File: src/rtl/core/mpq_pkg.sv
// Shared constants, types and codes for the min priority queue block.
// No dependencies; compile first.
package mpq_pkg;

  localparam int CAPACITY = 64;
  localparam int IDX_W    = $clog2(CAPACITY);
  localparam int CNT_W    = IDX_W + 1;
  localparam int ID_W     = 16;
  localparam int PRIO_W   = 8;
  localparam int FILL_W   = 7;
  localparam int ACT_W    = 2;
  localparam int STAT_W   = 2;

  typedef enum logic [ACT_W-1:0] {
    ACT_ENQ  = 2'd0,
    ACT_DEQ  = 2'd1,
    ACT_PEEK = 2'd2,
    ACT_NOP  = 2'd3
  } action_e;

  typedef enum logic [STAT_W-1:0] {
    ST_OK    = 2'd0,
    ST_FULL  = 2'd1,
    ST_EMPTY = 2'd2
  } status_e;

  typedef struct packed {
    logic [ID_W-1:0]   id;
    logic [PRIO_W-1:0] prio;
  } entry_t;

  localparam int ENTRY_W = $bits(entry_t);

  // Controller to datapath
  typedef struct packed {
    logic accept;      // take the request transaction
    logic scan;        // walk the array looking for the minimum
    logic shift;       // walk the tail, moving each entry down one slot
    logic shift_init;  // start the tail walk just behind the minimum
    logic load_best;   // present the minimum as the result
    logic dec_count;   // the minimum leaves the queue
  } cmd_t;

  // Datapath to controller
  typedef struct packed {
    logic count_zero;
    logic walk_done;
  } sts_t;

endpackage

File: src/rtl/core/mpq_req_if.sv
// Request channel: valid/ready handshake with the queue operation payload.
// Depends on mpq_pkg.
interface mpq_req_if;
  logic                       valid;
  logic                       ready;
  logic [mpq_pkg::ACT_W-1:0]  action;
  logic [mpq_pkg::ID_W-1:0]   order_id;
  logic [mpq_pkg::PRIO_W-1:0] prio_in;

  modport source (output valid, action, order_id, prio_in, input ready);
  modport sink   (input valid, action, order_id, prio_in, output ready);
endinterface

File: src/rtl/core/mpq_res_if.sv
// Result channel: valid/ready handshake with the queue result payload.
// Depends on mpq_pkg.
interface mpq_res_if;
  logic                       valid;
  logic                       ready;
  logic [mpq_pkg::ID_W-1:0]   out_id;
  logic [mpq_pkg::PRIO_W-1:0] out_prio;
  logic [mpq_pkg::STAT_W-1:0] status;
  logic [mpq_pkg::FILL_W-1:0] fill_count;

  modport source (output valid, out_id, out_prio, status, fill_count, input ready);
  modport sink   (input valid, out_id, out_prio, status, fill_count, output ready);
endinterface

File: src/rtl/core/mpq_ram.sv
// Generic simple dual-port RAM, one write and one registered read per cycle.
// No dependencies.
module mpq_ram #(
  parameter int Width = 24,
  parameter int Depth = 64
) (
  input  logic                     clk_i,
  input  logic                     we_i,
  input  logic [$clog2(Depth)-1:0] waddr_i,
  input  logic [Width-1:0]         wdata_i,
  input  logic [$clog2(Depth)-1:0] raddr_i,
  output logic [Width-1:0]         rdata_o
);

  logic [Width-1:0] mem_q [Depth];
  logic [Width-1:0] rdata_q;

  always_ff @(posedge clk_i) begin
    if (we_i) begin
      mem_q[waddr_i] <= wdata_i;
    end
    rdata_q <= mem_q[raddr_i];
  end

  assign rdata_o = rdata_q;

endmodule

File: src/rtl/core/mpq_datapath.sv
// Queue datapath: entry RAM, count, walk pointer, minimum tracker, result registers.
// Depends on mpq_pkg and mpq_ram.
module mpq_datapath (
  input  logic                         clk_i,
  input  logic                         rst_ni,
  input  mpq_pkg::cmd_t                cmd_i,
  input  logic [mpq_pkg::ACT_W-1:0]    action_i,
  input  logic [mpq_pkg::ID_W-1:0]     order_id_i,
  input  logic [mpq_pkg::PRIO_W-1:0]   prio_in_i,
  output mpq_pkg::sts_t                sts_o,
  output logic [mpq_pkg::ID_W-1:0]     out_id_o,
  output logic [mpq_pkg::PRIO_W-1:0]   out_prio_o,
  output logic [mpq_pkg::STAT_W-1:0]   status_o,
  output logic [mpq_pkg::FILL_W-1:0]   fill_count_o
);

  logic [mpq_pkg::CNT_W-1:0]  count_q, count_d;
  logic [mpq_pkg::CNT_W-1:0]  idx_q, idx_d;
  logic                       pend_q, pend_d;
  logic [mpq_pkg::IDX_W-1:0]  addr_q, addr_d;
  mpq_pkg::entry_t            best_q, best_d;
  logic [mpq_pkg::IDX_W-1:0]  best_idx_q, best_idx_d;
  logic [mpq_pkg::ID_W-1:0]   out_id_q, out_id_d;
  logic [mpq_pkg::PRIO_W-1:0] out_prio_q, out_prio_d;
  logic [mpq_pkg::STAT_W-1:0] status_q, status_d;
  logic [mpq_pkg::FILL_W-1:0] fill_q, fill_d;

  logic                        ram_we;
  logic [mpq_pkg::IDX_W-1:0]   ram_waddr;
  mpq_pkg::entry_t             ram_wdata;
  mpq_pkg::entry_t             ram_rdata;
  logic [mpq_pkg::ENTRY_W-1:0] ram_rdata_raw;
  logic [mpq_pkg::IDX_W-1:0]   rd_idx;
  logic                        walk_more;
  logic                        full;
  logic [mpq_pkg::CNT_W-1:0]   count_inc;
  logic [mpq_pkg::CNT_W-1:0]   count_dec;

  assign rd_idx    = idx_q[mpq_pkg::IDX_W-1:0];
  assign walk_more = (idx_q < count_q);
  assign full      = (count_q == mpq_pkg::CNT_W'(mpq_pkg::CAPACITY));
  assign count_inc = count_q + mpq_pkg::CNT_W'(1);
  assign count_dec = count_q - mpq_pkg::CNT_W'(1);
  assign ram_rdata = mpq_pkg::entry_t'(ram_rdata_raw);

  always_comb begin
    count_d    = count_q;
    idx_d      = idx_q;
    pend_d     = pend_q;
    addr_d     = addr_q;
    best_d     = best_q;
    best_idx_d = best_idx_q;
    out_id_d   = out_id_q;
    out_prio_d = out_prio_q;
    status_d   = status_q;
    fill_d     = fill_q;
    ram_we     = 1'b0;
    ram_waddr  = count_q[mpq_pkg::IDX_W-1:0];
    ram_wdata  = '{id: order_id_i, prio: prio_in_i};

    if (cmd_i.accept) begin
      unique case (mpq_pkg::action_e'(action_i))
        mpq_pkg::ACT_ENQ: begin
          out_id_d   = '0;
          out_prio_d = '0;
          if (full) begin
            status_d = mpq_pkg::ST_FULL;
            fill_d   = mpq_pkg::FILL_W'(count_q);
          end else begin
            ram_we   = 1'b1;
            count_d  = count_inc;
            status_d = mpq_pkg::ST_OK;
            fill_d   = mpq_pkg::FILL_W'(count_inc);
          end
        end
        mpq_pkg::ACT_DEQ, mpq_pkg::ACT_PEEK: begin
          out_id_d   = '0;
          out_prio_d = '0;
          status_d   = mpq_pkg::ST_EMPTY;
          fill_d     = mpq_pkg::FILL_W'(count_q);
          idx_d      = '0;
          pend_d     = 1'b0;
        end
        mpq_pkg::ACT_NOP: begin
          out_id_d   = '0;
          out_prio_d = '0;
          status_d   = mpq_pkg::ST_OK;
          fill_d     = mpq_pkg::FILL_W'(count_q);
        end
        default: ;
      endcase
    end

    // one RAM read issued per cycle while the pointer is below the count
    if (cmd_i.scan || cmd_i.shift) begin
      pend_d = walk_more;
      if (walk_more) begin
        idx_d  = idx_q + mpq_pkg::CNT_W'(1);
        addr_d = rd_idx;
      end
    end

    // strict compare keeps the earliest of equal priorities
    if (cmd_i.scan && pend_q) begin
      if ((addr_q == '0) || (ram_rdata.prio < best_q.prio)) begin
        best_d     = ram_rdata;
        best_idx_d = addr_q;
      end
    end

    if (cmd_i.shift && pend_q) begin
      ram_we    = 1'b1;
      ram_waddr = addr_q - mpq_pkg::IDX_W'(1);
      ram_wdata = ram_rdata;
    end

    if (cmd_i.shift_init) begin
      idx_d  = mpq_pkg::CNT_W'(best_idx_q) + mpq_pkg::CNT_W'(1);
      pend_d = 1'b0;
    end

    if (cmd_i.load_best) begin
      out_id_d   = best_q.id;
      out_prio_d = best_q.prio;
      status_d   = mpq_pkg::ST_OK;
      if (cmd_i.dec_count) begin
        count_d = count_dec;
        fill_d  = mpq_pkg::FILL_W'(count_dec);
      end else begin
        fill_d  = mpq_pkg::FILL_W'(count_q);
      end
    end
  end

  always_ff @(posedge clk_i or negedge rst_ni) begin
    if (!rst_ni) begin
      count_q <= '0;
      idx_q   <= '0;
      pend_q  <= 1'b0;
    end else begin
      count_q <= count_d;
      idx_q   <= idx_d;
      pend_q  <= pend_d;
    end
  end

  always_ff @(posedge clk_i) begin
    addr_q     <= addr_d;
    best_q     <= best_d;
    best_idx_q <= best_idx_d;
    out_id_q   <= out_id_d;
    out_prio_q <= out_prio_d;
    status_q   <= status_d;
    fill_q     <= fill_d;
  end

  mpq_ram #(
    .Width (mpq_pkg::ENTRY_W),
    .Depth (mpq_pkg::CAPACITY)
  ) u_ram (
    .clk_i   (clk_i),
    .we_i    (ram_we),
    .waddr_i (ram_waddr),
    .wdata_i (ram_wdata),
    .raddr_i (rd_idx),
    .rdata_o (ram_rdata_raw)
  );

  assign sts_o.count_zero = (count_q == '0);
  assign sts_o.walk_done  = !walk_more && !pend_q;

  assign out_id_o     = out_id_q;
  assign out_prio_o   = out_prio_q;
  assign status_o     = status_q;
  assign fill_count_o = fill_q;

endmodule

File: src/rtl/core/mpq_ctrl.sv
// Queue controller: sequences scan and shift walks, owns the handshake flags.
// Depends on mpq_pkg.
module mpq_ctrl (
  input  logic                      clk_i,
  input  logic                      rst_ni,
  input  logic                      req_valid_i,
  input  logic [mpq_pkg::ACT_W-1:0] req_action_i,
  input  logic                      res_ready_i,
  input  mpq_pkg::sts_t             sts_i,
  output logic                      req_ready_o,
  output logic                      res_valid_o,
  output mpq_pkg::cmd_t             cmd_o
);

  typedef enum logic [1:0] {
    S_IDLE,
    S_SCAN,
    S_SHIFT
  } state_e;

  state_e state_q, state_d;
  logic   out_valid_q, out_valid_d;
  logic   is_deq_q, is_deq_d;
  logic   accept;
  logic   needs_scan;

  assign req_ready_o = (state_q == S_IDLE) && (!out_valid_q || res_ready_i);
  assign accept      = req_valid_i && req_ready_o;
  assign needs_scan  = !sts_i.count_zero &&
                       ((mpq_pkg::action_e'(req_action_i) == mpq_pkg::ACT_DEQ) ||
                        (mpq_pkg::action_e'(req_action_i) == mpq_pkg::ACT_PEEK));

  always_comb begin
    state_d     = state_q;
    out_valid_d = out_valid_q;
    is_deq_d    = is_deq_q;
    cmd_o       = '0;
    if (out_valid_q && res_ready_i) begin
      out_valid_d = 1'b0;
    end
    unique case (state_q)
      S_IDLE: begin
        if (accept) begin
          cmd_o.accept = 1'b1;
          if (needs_scan) begin
            state_d  = S_SCAN;
            is_deq_d = (mpq_pkg::action_e'(req_action_i) == mpq_pkg::ACT_DEQ);
          end else begin
            out_valid_d = 1'b1;
          end
        end
      end
      S_SCAN: begin
        cmd_o.scan = 1'b1;
        if (sts_i.walk_done) begin
          if (is_deq_q) begin
            cmd_o.shift_init = 1'b1;
            state_d          = S_SHIFT;
          end else begin
            cmd_o.load_best = 1'b1;
            out_valid_d     = 1'b1;
            state_d         = S_IDLE;
          end
        end
      end
      S_SHIFT: begin
        cmd_o.shift = 1'b1;
        if (sts_i.walk_done) begin
          cmd_o.load_best = 1'b1;
          cmd_o.dec_count = 1'b1;
          out_valid_d     = 1'b1;
          state_d         = S_IDLE;
        end
      end
      default: state_d = S_IDLE;
    endcase
  end

  always_ff @(posedge clk_i or negedge rst_ni) begin
    if (!rst_ni) begin
      state_q     <= S_IDLE;
      out_valid_q <= 1'b0;
      is_deq_q    <= 1'b0;
    end else begin
      state_q     <= state_d;
      out_valid_q <= out_valid_d;
      is_deq_q    <= is_deq_d;
    end
  end

  assign res_valid_o = out_valid_q;

endmodule

File: src/rtl/core/min_priority_queue_array.sv
// Min priority queue over an unsorted array kept in arrival order.
// Channels: req_i (sink) takes one operation per transaction: enqueue, dequeue
// or peek, plus order_id/prio_in for an enqueue. res_o (source) returns exactly
// one result transaction per request: id and priority of the minimum (zero if
// none), a status code and the fill count after the operation.
// Operation flow, with n stored entries and the minimum at slot m:
//   enqueue / unused code / empty dequeue or peek: result in the cycle after accept.
//   peek: a RAM scan of the n entries, one read per cycle.
//   dequeue: the same scan, then a walk over the entries behind slot m that closes
//   the gap; the single read port of the entry RAM sets both walks.
// One operation is in flight at a time; the next request is taken in the cycle
// the result is handed over, or earlier if the result register is empty.
// Reset (rst_ni low, asynchronous) empties the queue at once; the entry RAM
// itself is not cleared, as only slots below the count are ever read.
// If the receiver stalls, the result is held in its register and req_i.ready
// stays low until the result transaction completes.
// Depends on mpq_pkg, mpq_req_if, mpq_res_if, mpq_ctrl, mpq_datapath, mpq_ram.
module min_priority_queue_array (
  input logic       clk_i,
  input logic       rst_ni,
  mpq_req_if.sink   req_i,
  mpq_res_if.source res_o
);

  mpq_pkg::cmd_t cmd;
  mpq_pkg::sts_t sts;

  // sequencing: idle / scan for minimum / shift tail down
  mpq_ctrl u_ctrl (
    .clk_i        (clk_i),
    .rst_ni       (rst_ni),
    .req_valid_i  (req_i.valid),
    .req_action_i (req_i.action),
    .res_ready_i  (res_o.ready),
    .sts_i        (sts),
    .req_ready_o  (req_i.ready),
    .res_valid_o  (res_o.valid),
    .cmd_o        (cmd)
  );

  // storage, pointers and the result register
  mpq_datapath u_dp (
    .clk_i        (clk_i),
    .rst_ni       (rst_ni),
    .cmd_i        (cmd),
    .action_i     (req_i.action),
    .order_id_i   (req_i.order_id),
    .prio_in_i    (req_i.prio_in),
    .sts_o        (sts),
    .out_id_o     (res_o.out_id),
    .out_prio_o   (res_o.out_prio),
    .status_o     (res_o.status),
    .fill_count_o (res_o.fill_count)
  );

endmodule

File: src/flat_wrapper.sv
// flat-port wrapper written by rule: the top's interface ports become plain ports
module min_priority_queue_array_flat 
  (clk_i, rst_ni, req_i_valid, req_i_action, req_i_order_id, req_i_prio_in, req_i_ready, res_o_valid, res_o_out_id, res_o_out_prio, res_o_status, res_o_fill_count, res_o_ready);
  mpq_req_if req_i_i ();
  mpq_res_if res_o_i ();
  input logic clk_i;
  input logic rst_ni;
  input wire logic [$bits(req_i_i.valid)-1:0] req_i_valid;
  input wire logic [$bits(req_i_i.action)-1:0] req_i_action;
  input wire logic [$bits(req_i_i.order_id)-1:0] req_i_order_id;
  input wire logic [$bits(req_i_i.prio_in)-1:0] req_i_prio_in;
  output wire logic [$bits(req_i_i.ready)-1:0] req_i_ready;
  output wire logic [$bits(res_o_i.valid)-1:0] res_o_valid;
  output wire logic [$bits(res_o_i.out_id)-1:0] res_o_out_id;
  output wire logic [$bits(res_o_i.out_prio)-1:0] res_o_out_prio;
  output wire logic [$bits(res_o_i.status)-1:0] res_o_status;
  output wire logic [$bits(res_o_i.fill_count)-1:0] res_o_fill_count;
  input wire logic [$bits(res_o_i.ready)-1:0] res_o_ready;
  assign req_i_i.valid = req_i_valid;
  assign req_i_i.action = req_i_action;
  assign req_i_i.order_id = req_i_order_id;
  assign req_i_i.prio_in = req_i_prio_in;
  assign req_i_ready = req_i_i.ready;
  assign res_o_valid = res_o_i.valid;
  assign res_o_out_id = res_o_i.out_id;
  assign res_o_out_prio = res_o_i.out_prio;
  assign res_o_status = res_o_i.status;
  assign res_o_fill_count = res_o_i.fill_count;
  assign res_o_i.ready = res_o_ready;
  min_priority_queue_array u_core (.clk_i(clk_i), .rst_ni(rst_ni), .req_i(req_i_i), .res_o(res_o_i));
endmodule
File: config.mk
export PLATFORM = sky130hd
export DESIGN_NAME = min_priority_queue_array_flat
export DESIGN_NICKNAME = d
export VERILOG_FILES = /design/src/rtl/core/mpq_pkg.sv /design/src/rtl/core/mpq_req_if.sv /design/src/rtl/core/mpq_res_if.sv /design/src/rtl/core/mpq_ram.sv /design/src/rtl/core/mpq_datapath.sv /design/src/rtl/core/mpq_ctrl.sv /design/src/rtl/core/min_priority_queue_array.sv /design/src/flat_wrapper.sv
export SDC_FILE = /design/constraint.sdc
export NUM_CORES = 2
export LEC_CHECK = 0
export BUFFER_PORTS_ARGS = -buffer_cell sky130_fd_sc_hd__buf_2
export CORE_ASPECT_RATIO = 1.1
export CORE_MARGIN = 3
export CORE_UTILIZATION = 45
export CTS_CLUSTER_DIAMETER = 100
export CTS_CLUSTER_SIZE = 20
export DETAILED_ROUTE_END_ITERATION = 16
export PLACE_DENSITY_LB_ADDON = 0.2
export SLEW_MARGIN = 40
export SYNTH_ARGS = -nofsm -noshare
export SYNTH_HDL_FRONTEND = slang
export SYNTH_SLANG_ARGS = --single-unit
File: constraint.sdc
create_clock -name clk_i -period 10.2 [get_ports clk_i]
set_input_delay 1.02 -clock clk_i [delete_from_list [all_inputs] [get_ports clk_i]]
set_output_delay 1.02 -clock clk_i [all_outputs]
set_load 0.01 [all_outputs]
Word level (Yosys, flattened, before mapping)
Memories as Yosys holds them, arrays and structs flattened. A register that Yosys moved wholly into a read port is not among the register bits.
Cells that the tools add are included.
{ "word_totals": {"n_memories": 1, "ramBits": 1536, "output_inout_bits": 35, "wordCells": 120, "ff_bits": 88} }
{ "mem_list": {"columns": ["memory", "words", "width", "rd", "rd_ports_with_merged_regs", "wr", "line", "rtl"], "rows": [
  ["u_core.u_dp.u_ram.mem_q", 64, 24, 1, 1, 1, "mpq_ram.sv:15", "logic [Width-1:0] mem_q [Depth];"]
]} }
{ "classes": {"n_reduce_logical": 30, "addsub": 5, "magnitude_cmp": 2, "eq_ne": 10, "n_mux": 58} }
{ "ops": {"columns": ["cell", "count"], "rows": [
  ["$mux W7", 13],
  ["$mux W16", 3],
  ["$mux W1", 25],
  ["$mux W24", 1],
  ["$mux W8", 3],
  ["$add A7 B1 Y7 const B", 2],
  ["$mux W2", 7],
  ["$pmux W7 S2", 1],
  ["$pmux W2 S3", 2],
  ["$lt A8 B8 Y1", 1],
  ["$add A6 B1 Y7 const B", 1],
  ["$eq A7 B7 Y1 const B", 1],
  ["$logic_and A1 B1 Y1", 7],
  ["$logic_not A7 Y1", 1],
  ["$lt A7 B7 Y1", 1],
  ["$sub A7 B1 Y7 const B", 1],
  ["$eq A2 B2 Y1 const B", 3],
  ["$logic_not A6 Y1", 1],
  ["$mux W6", 1],
  ["$reduce_and A2 Y1", 3],
  ["$reduce_bool A3 Y1", 2],
  ["$sub A6 B1 Y6 const B", 1],
  ["$eq A2 B1 Y1 const B", 2],
  ["$logic_not A1 Y1", 4],
  ["12 further kinds", 18]
]} }

Depth between registers and ports, before layout
{ "depth": {"ltp_word": 10, "ltp_mapped": 11, "depth_no_buf": 9} }

Modules after synthesis
Synthesis repeated with hierarchy kept, for this count alone.
{ "hier_totals": {"cells_unflattened": 2995, "hier_area_um2": 63868.8} }
{ "modules_own_cells": {"columns": ["mod", "instances", "area_per_inst_um2", "cells_per_inst"], "rows": [
  ["mpq_ram", 1, 59295.6, 2610],
  ["mpq_datapath", 1, 4205.3, 345],
  ["mpq_ctrl", 1, 367.9, 40]
]} }

Least setup slack after synthesis
No wires, ideal clock.
{ "synth_timing": {"kind": "reg-to-reg", "from": "register u_core.u_ctrl.state_q[1]", "to": "register u_core.u_dp.best_idx_q[0] (netlist name), enable pin", "path_buffers": 0, "t_required_ns": 9.741, "slack_ns": 6.485, "arrival_ns": 3.257, "stages_incl_launch_ff": 6, "period_less_slack_ns": 3.715, "setup_time_ns": 0.459, "cell_sequence": "dfrtp_1 -> inv_1 -> ha_1 -> nand2_1 -> or3_1 -> o21ai_0"} }
{ "synth_via": {"elab_chain_cells": 4} }
{ "synth_rtl": {"columns": ["item", "line", "rtl"], "rows": [
  ["start, declared", "mpq_ctrl.sv:21", "state_e state_q, state_d;"],
  ["start signal, assigned", "mpq_ctrl.sv:85", "state_q <= state_d;"],
  ["$eq A2 B1 Y1", "mpq_ctrl.sv:41", "unique case (state_q)"],
  ["$mux W1", "mpq_ctrl.sv:41", null],
  ["$logic_and A1 B1 Y1", "mpq_datapath.sv:104", "if (cmd_i.scan && pend_q) begin"],
  ["$reduce_and A2 Y1 (no line)", null, null],
  ["end signal, assigned", "mpq_datapath.sv:150", "best_idx_q <= best_idx_d;"],
  ["end, declared", "mpq_datapath.sv:22", "logic [mpq_pkg::IDX_W-1:0] best_idx_q, best_idx_d;"]
]} }
No other way between the ends.
A chain may end at the register's enable or synchronous reset.

==> impl_metrics.tcl <==
set metrics [dict create \
    wirelength_um 165000 \
    slowest_delay_ns 0.76 \
    min_period_ns 4.10 \
    fin_util 0.498 \
    layout_commonest_cell "edfxtp_1" \
    status "finished with violations" \
    grtUsageMet1 0.318 \
    num_vias 31100 \
    cts_tree "built" \
    ys_types 63 \
    hpwl_um 92700 \
    violations "antenna rules" \
    grt_util_all_layers 0.228 \
    vias_per_cell 6.23 \
    cp_slowest_cell "dfrtp_4" \
    root_buffer "clkbuf_16" \
    syn_avg_cell_area_um2 21.4 \
    syn_inst 2969 \
    num_io_pins 65 \
    crit_buf_inv 3 \
    drt_first_iter_violations 4196 \
    avgRoutedWirePerCell_um 33.2 \
    ys_async_sr_fraction 0.0115 \
    crit_path_cell_trace "buf_12, buf_16, buf_6, mux4_2, a22o_1, a221oi_1, o221ai_1" \
    die_h_um 400 \
    max_clock_freq_mhz 244 \
    maxSlewViolCount 0 \
    powerDensity_nw_per_um2 248 \
    min_path_type "in -> async" \
    htree_levels 3 \
    nNetsFinal 3162 \
    crit_family "buffers and inverters" \
    peakVddDrop_v 0.000174 \
    overflow 0 \
    fin_setup_tns_ns 0 \
    yosys-top-cells-area "edfxtp_1, mux4_2, mux2i_1" \
    worst-setup-path-type "reg -> reg" \
    die-area_um2 146000 \
    synth_edf_count 1603 \
    clk_pin_slew_worst_paths_ns 0.09 \
    final_cell_mix "edfxtp_1, mux4_2, buf_4, mux2i_1, clkbuf_16" \
    yosysTopAreaCell "edfxtp_1" \
    initial_core_util 0.456 \
    fp.dieW_um 364 \
    syn2layout_area_growth_pct 9.19 \
    route.detailed.drc 0 \
    cts.sinks 1648 \
    arrival_ns 4.66 \
    cts_setup_buffers 0 \
    maxSlewHeadroom 0.348 \
    synth_area_um2 63500 \
    grt_pass1_vias 31000 \
    endpoint_kind "register" \
    finalHoldViolCount 0 \
    rows 143 \
    post_cts_resized 0 \
    hold_buffers 0 \
    clk_path_buf_depth 3 \
    use_met3 0.0278 \
    layout-drive-gt1-share 0.246 \
    fin_worst_skew_ns 0.0310 \
    cts_inserted_buffers 92 \
    ys.flop_type "edfxtp_1" \
    critPathMaxFanout 49 \
    yosys_warnings 0 \
    fill_cells 11000 \
    p_leak_uw 0.0212 \
    met2_usage 0.376 \
    clock_latency_ns 0.72 \
    synth_nets 3023 \
    startpoint_type "register" \
    finalCritPeriodShare 0.402 \
    drtAntennaViolNets 1 \
    coreArea_um2 139000 \
    setup_viol 0 \
    worstMarginPinSlew_ns 0.971 \
    busiest_layer "met2" \
    crit_required_ns 10.76 \
    grt_first_pass_wirelength_um 233000 \
    rsz0062_at_grt "false" \
    timing.hold.ws_ns 0.264 \
    yosysSeqAreaShare 0.774 \
    synth_top_area_frac 0.758 \
    cap_viol_max_count 0 \
    globalplace.congestion 0.842 \
    antenna_found_initial 5 \
    numPortBuffers 64 \
    grt_start_max_net_pins 84 \
    yosys_register_bits 1648 \
    dr.pass1.iters 8 \
]
==> cell families after synthesis <==
family	Yosys count	synth area share
buf+inv	185	0.0151
compound gates	348	0.0406
simple gates	270	0.0203
flops	1648	0.774
fa+ha+maj	24	0.00473
xor+xnor	19	0.00262
mux	475	0.143
==> cell usage after synthesis, drive strengths merged (5+ instances only) <==
library cell,instances
edfxtp,1603
mux4,343
mux2i,106
nor2,103
buf,92
clkbuf,70
a21oi,59
a221oi,56
nand2,54
o21ai,45
a22o,38
o221ai,36
a22oi,26
dfxtp,26
mux2,26
o22ai,25
and2,24
ha,24
inv,22
dfrtp,19
a211oi,18
nor3,18
nand3,17
xnor2,16
nor2b,15
a2111oi,12
nand3b,8
a31oi,6
nand4,6
o31ai,5
==> layout make-up <==
type / count / area [µm²] / share of cell area
sequential: 1648 / 49100 / 0.709
multi-input combinational: 1136 / 13700 / 0.198
clock buffer: 140 / 2520 / 0.0364
tap: 1812 / 2270 / 0.0327
timing repair buffer: 207 / 1530 / 0.0220
inverter: 23 / 86.3 / 0.00125
clock inverter: 7 / 66.3 / 0.000956
antenna: 9 / 22.5 / 0.000325
==> power by group <==
group / total [µW] / switching (µW) / internal [µW]
clock: 3790 / 2070 / 1720
combinational: 5210 / 3230 / 1970
sequential: 8180 / 299 / 7880
==> registers in the layout (all words and copies together) (netlist names) <==
signal,cells
u_core.u_ctrl.is_deq_q,1
u_core.u_dp.count_q,7
u_core.u_dp.out_prio_o,8
u_core.u_dp.pend_q,1
u_core.u_dp.out_id_o,16
u_core.u_dp.u_ram.mem_q,1536
u_core.u_dp.fill_count_o,7
u_core.u_dp.addr_q,6
u_core.u_dp.u_ram.rdata_o,24
u_core.u_dp.status_o,2
u_core.u_ctrl.state_q,2
u_core.u_dp.best_q,24
u_core.u_ctrl.res_valid_o,1
u_core.u_dp.best_idx_q,6
u_core.u_dp.idx_q,7
==> metal layers <==
| layer | share of wire | routed length [µm] |
|---|---|---|
| met1 | 0.41 | 67100 |
| met2 | 0.50 | 81800 |
| met3 | 0.067 | 11100 |
| met4 | 0.031 | 5180 |
| met5 | 0 | 0 |
==> per-stage QoR <==
stage          cell area, µm²  std cells  power [µW]  worst slack (ns)
4_1_cts                 69300       4971       17300              5.68
5_1_grt                 69300       4974       17800              5.69
3_5_place_dp            66700       4824       13600              5.70
3_3_place_gp            66400       4810       13400              5.17
2_1_floorplan           63500       2969       11400              6.48
6_report                69300       4982       17200              6.10
==> final timing paths <==
kind	end	cells past startpoint	slack, ns	start
worst max-delay path	u_core.u_dp.u_ram.rdata_o[1]$_DFF_P_	7	6.10	u_core.u_dp.idx_q[0]$_DFF_PN0_
worst min-delay path	u_core.u_dp.count_q[2]$_DFF_PN0_	1	0.26	rst_ni
worst max register to register	u_core.u_dp.u_ram.rdata_o[1]$_DFF_P_	7	6.10	u_core.u_dp.idx_q[0]$_DFF_PN0_
worst min register to register	u_core.u_dp.best_q[17]$_DFFE_PP_	0	0.45	u_core.u_dp.u_ram.rdata_o[17]$_DFF_P_
max in group asynchronous	u_core.u_dp.idx_q[0]$_DFF_PN0_	1	9.56	rst_ni
min in group clk_i	u_core.u_dp.best_q[17]$_DFFE_PP_	0	0.45	u_core.u_dp.u_ram.rdata_o[17]$_DFF_P_
==> worst register-to-register path, cell delays in order (launching register included) <==
cell,delay [ns]
dfrtp_4,0.76
buf_12,0.40
buf_16,0.46
buf_6,0.63
mux4_2,0.60
a22o_1,0.25
a221oi_1,0.62
o221ai_1,0.23
Power figures use the tool's default switching activity.
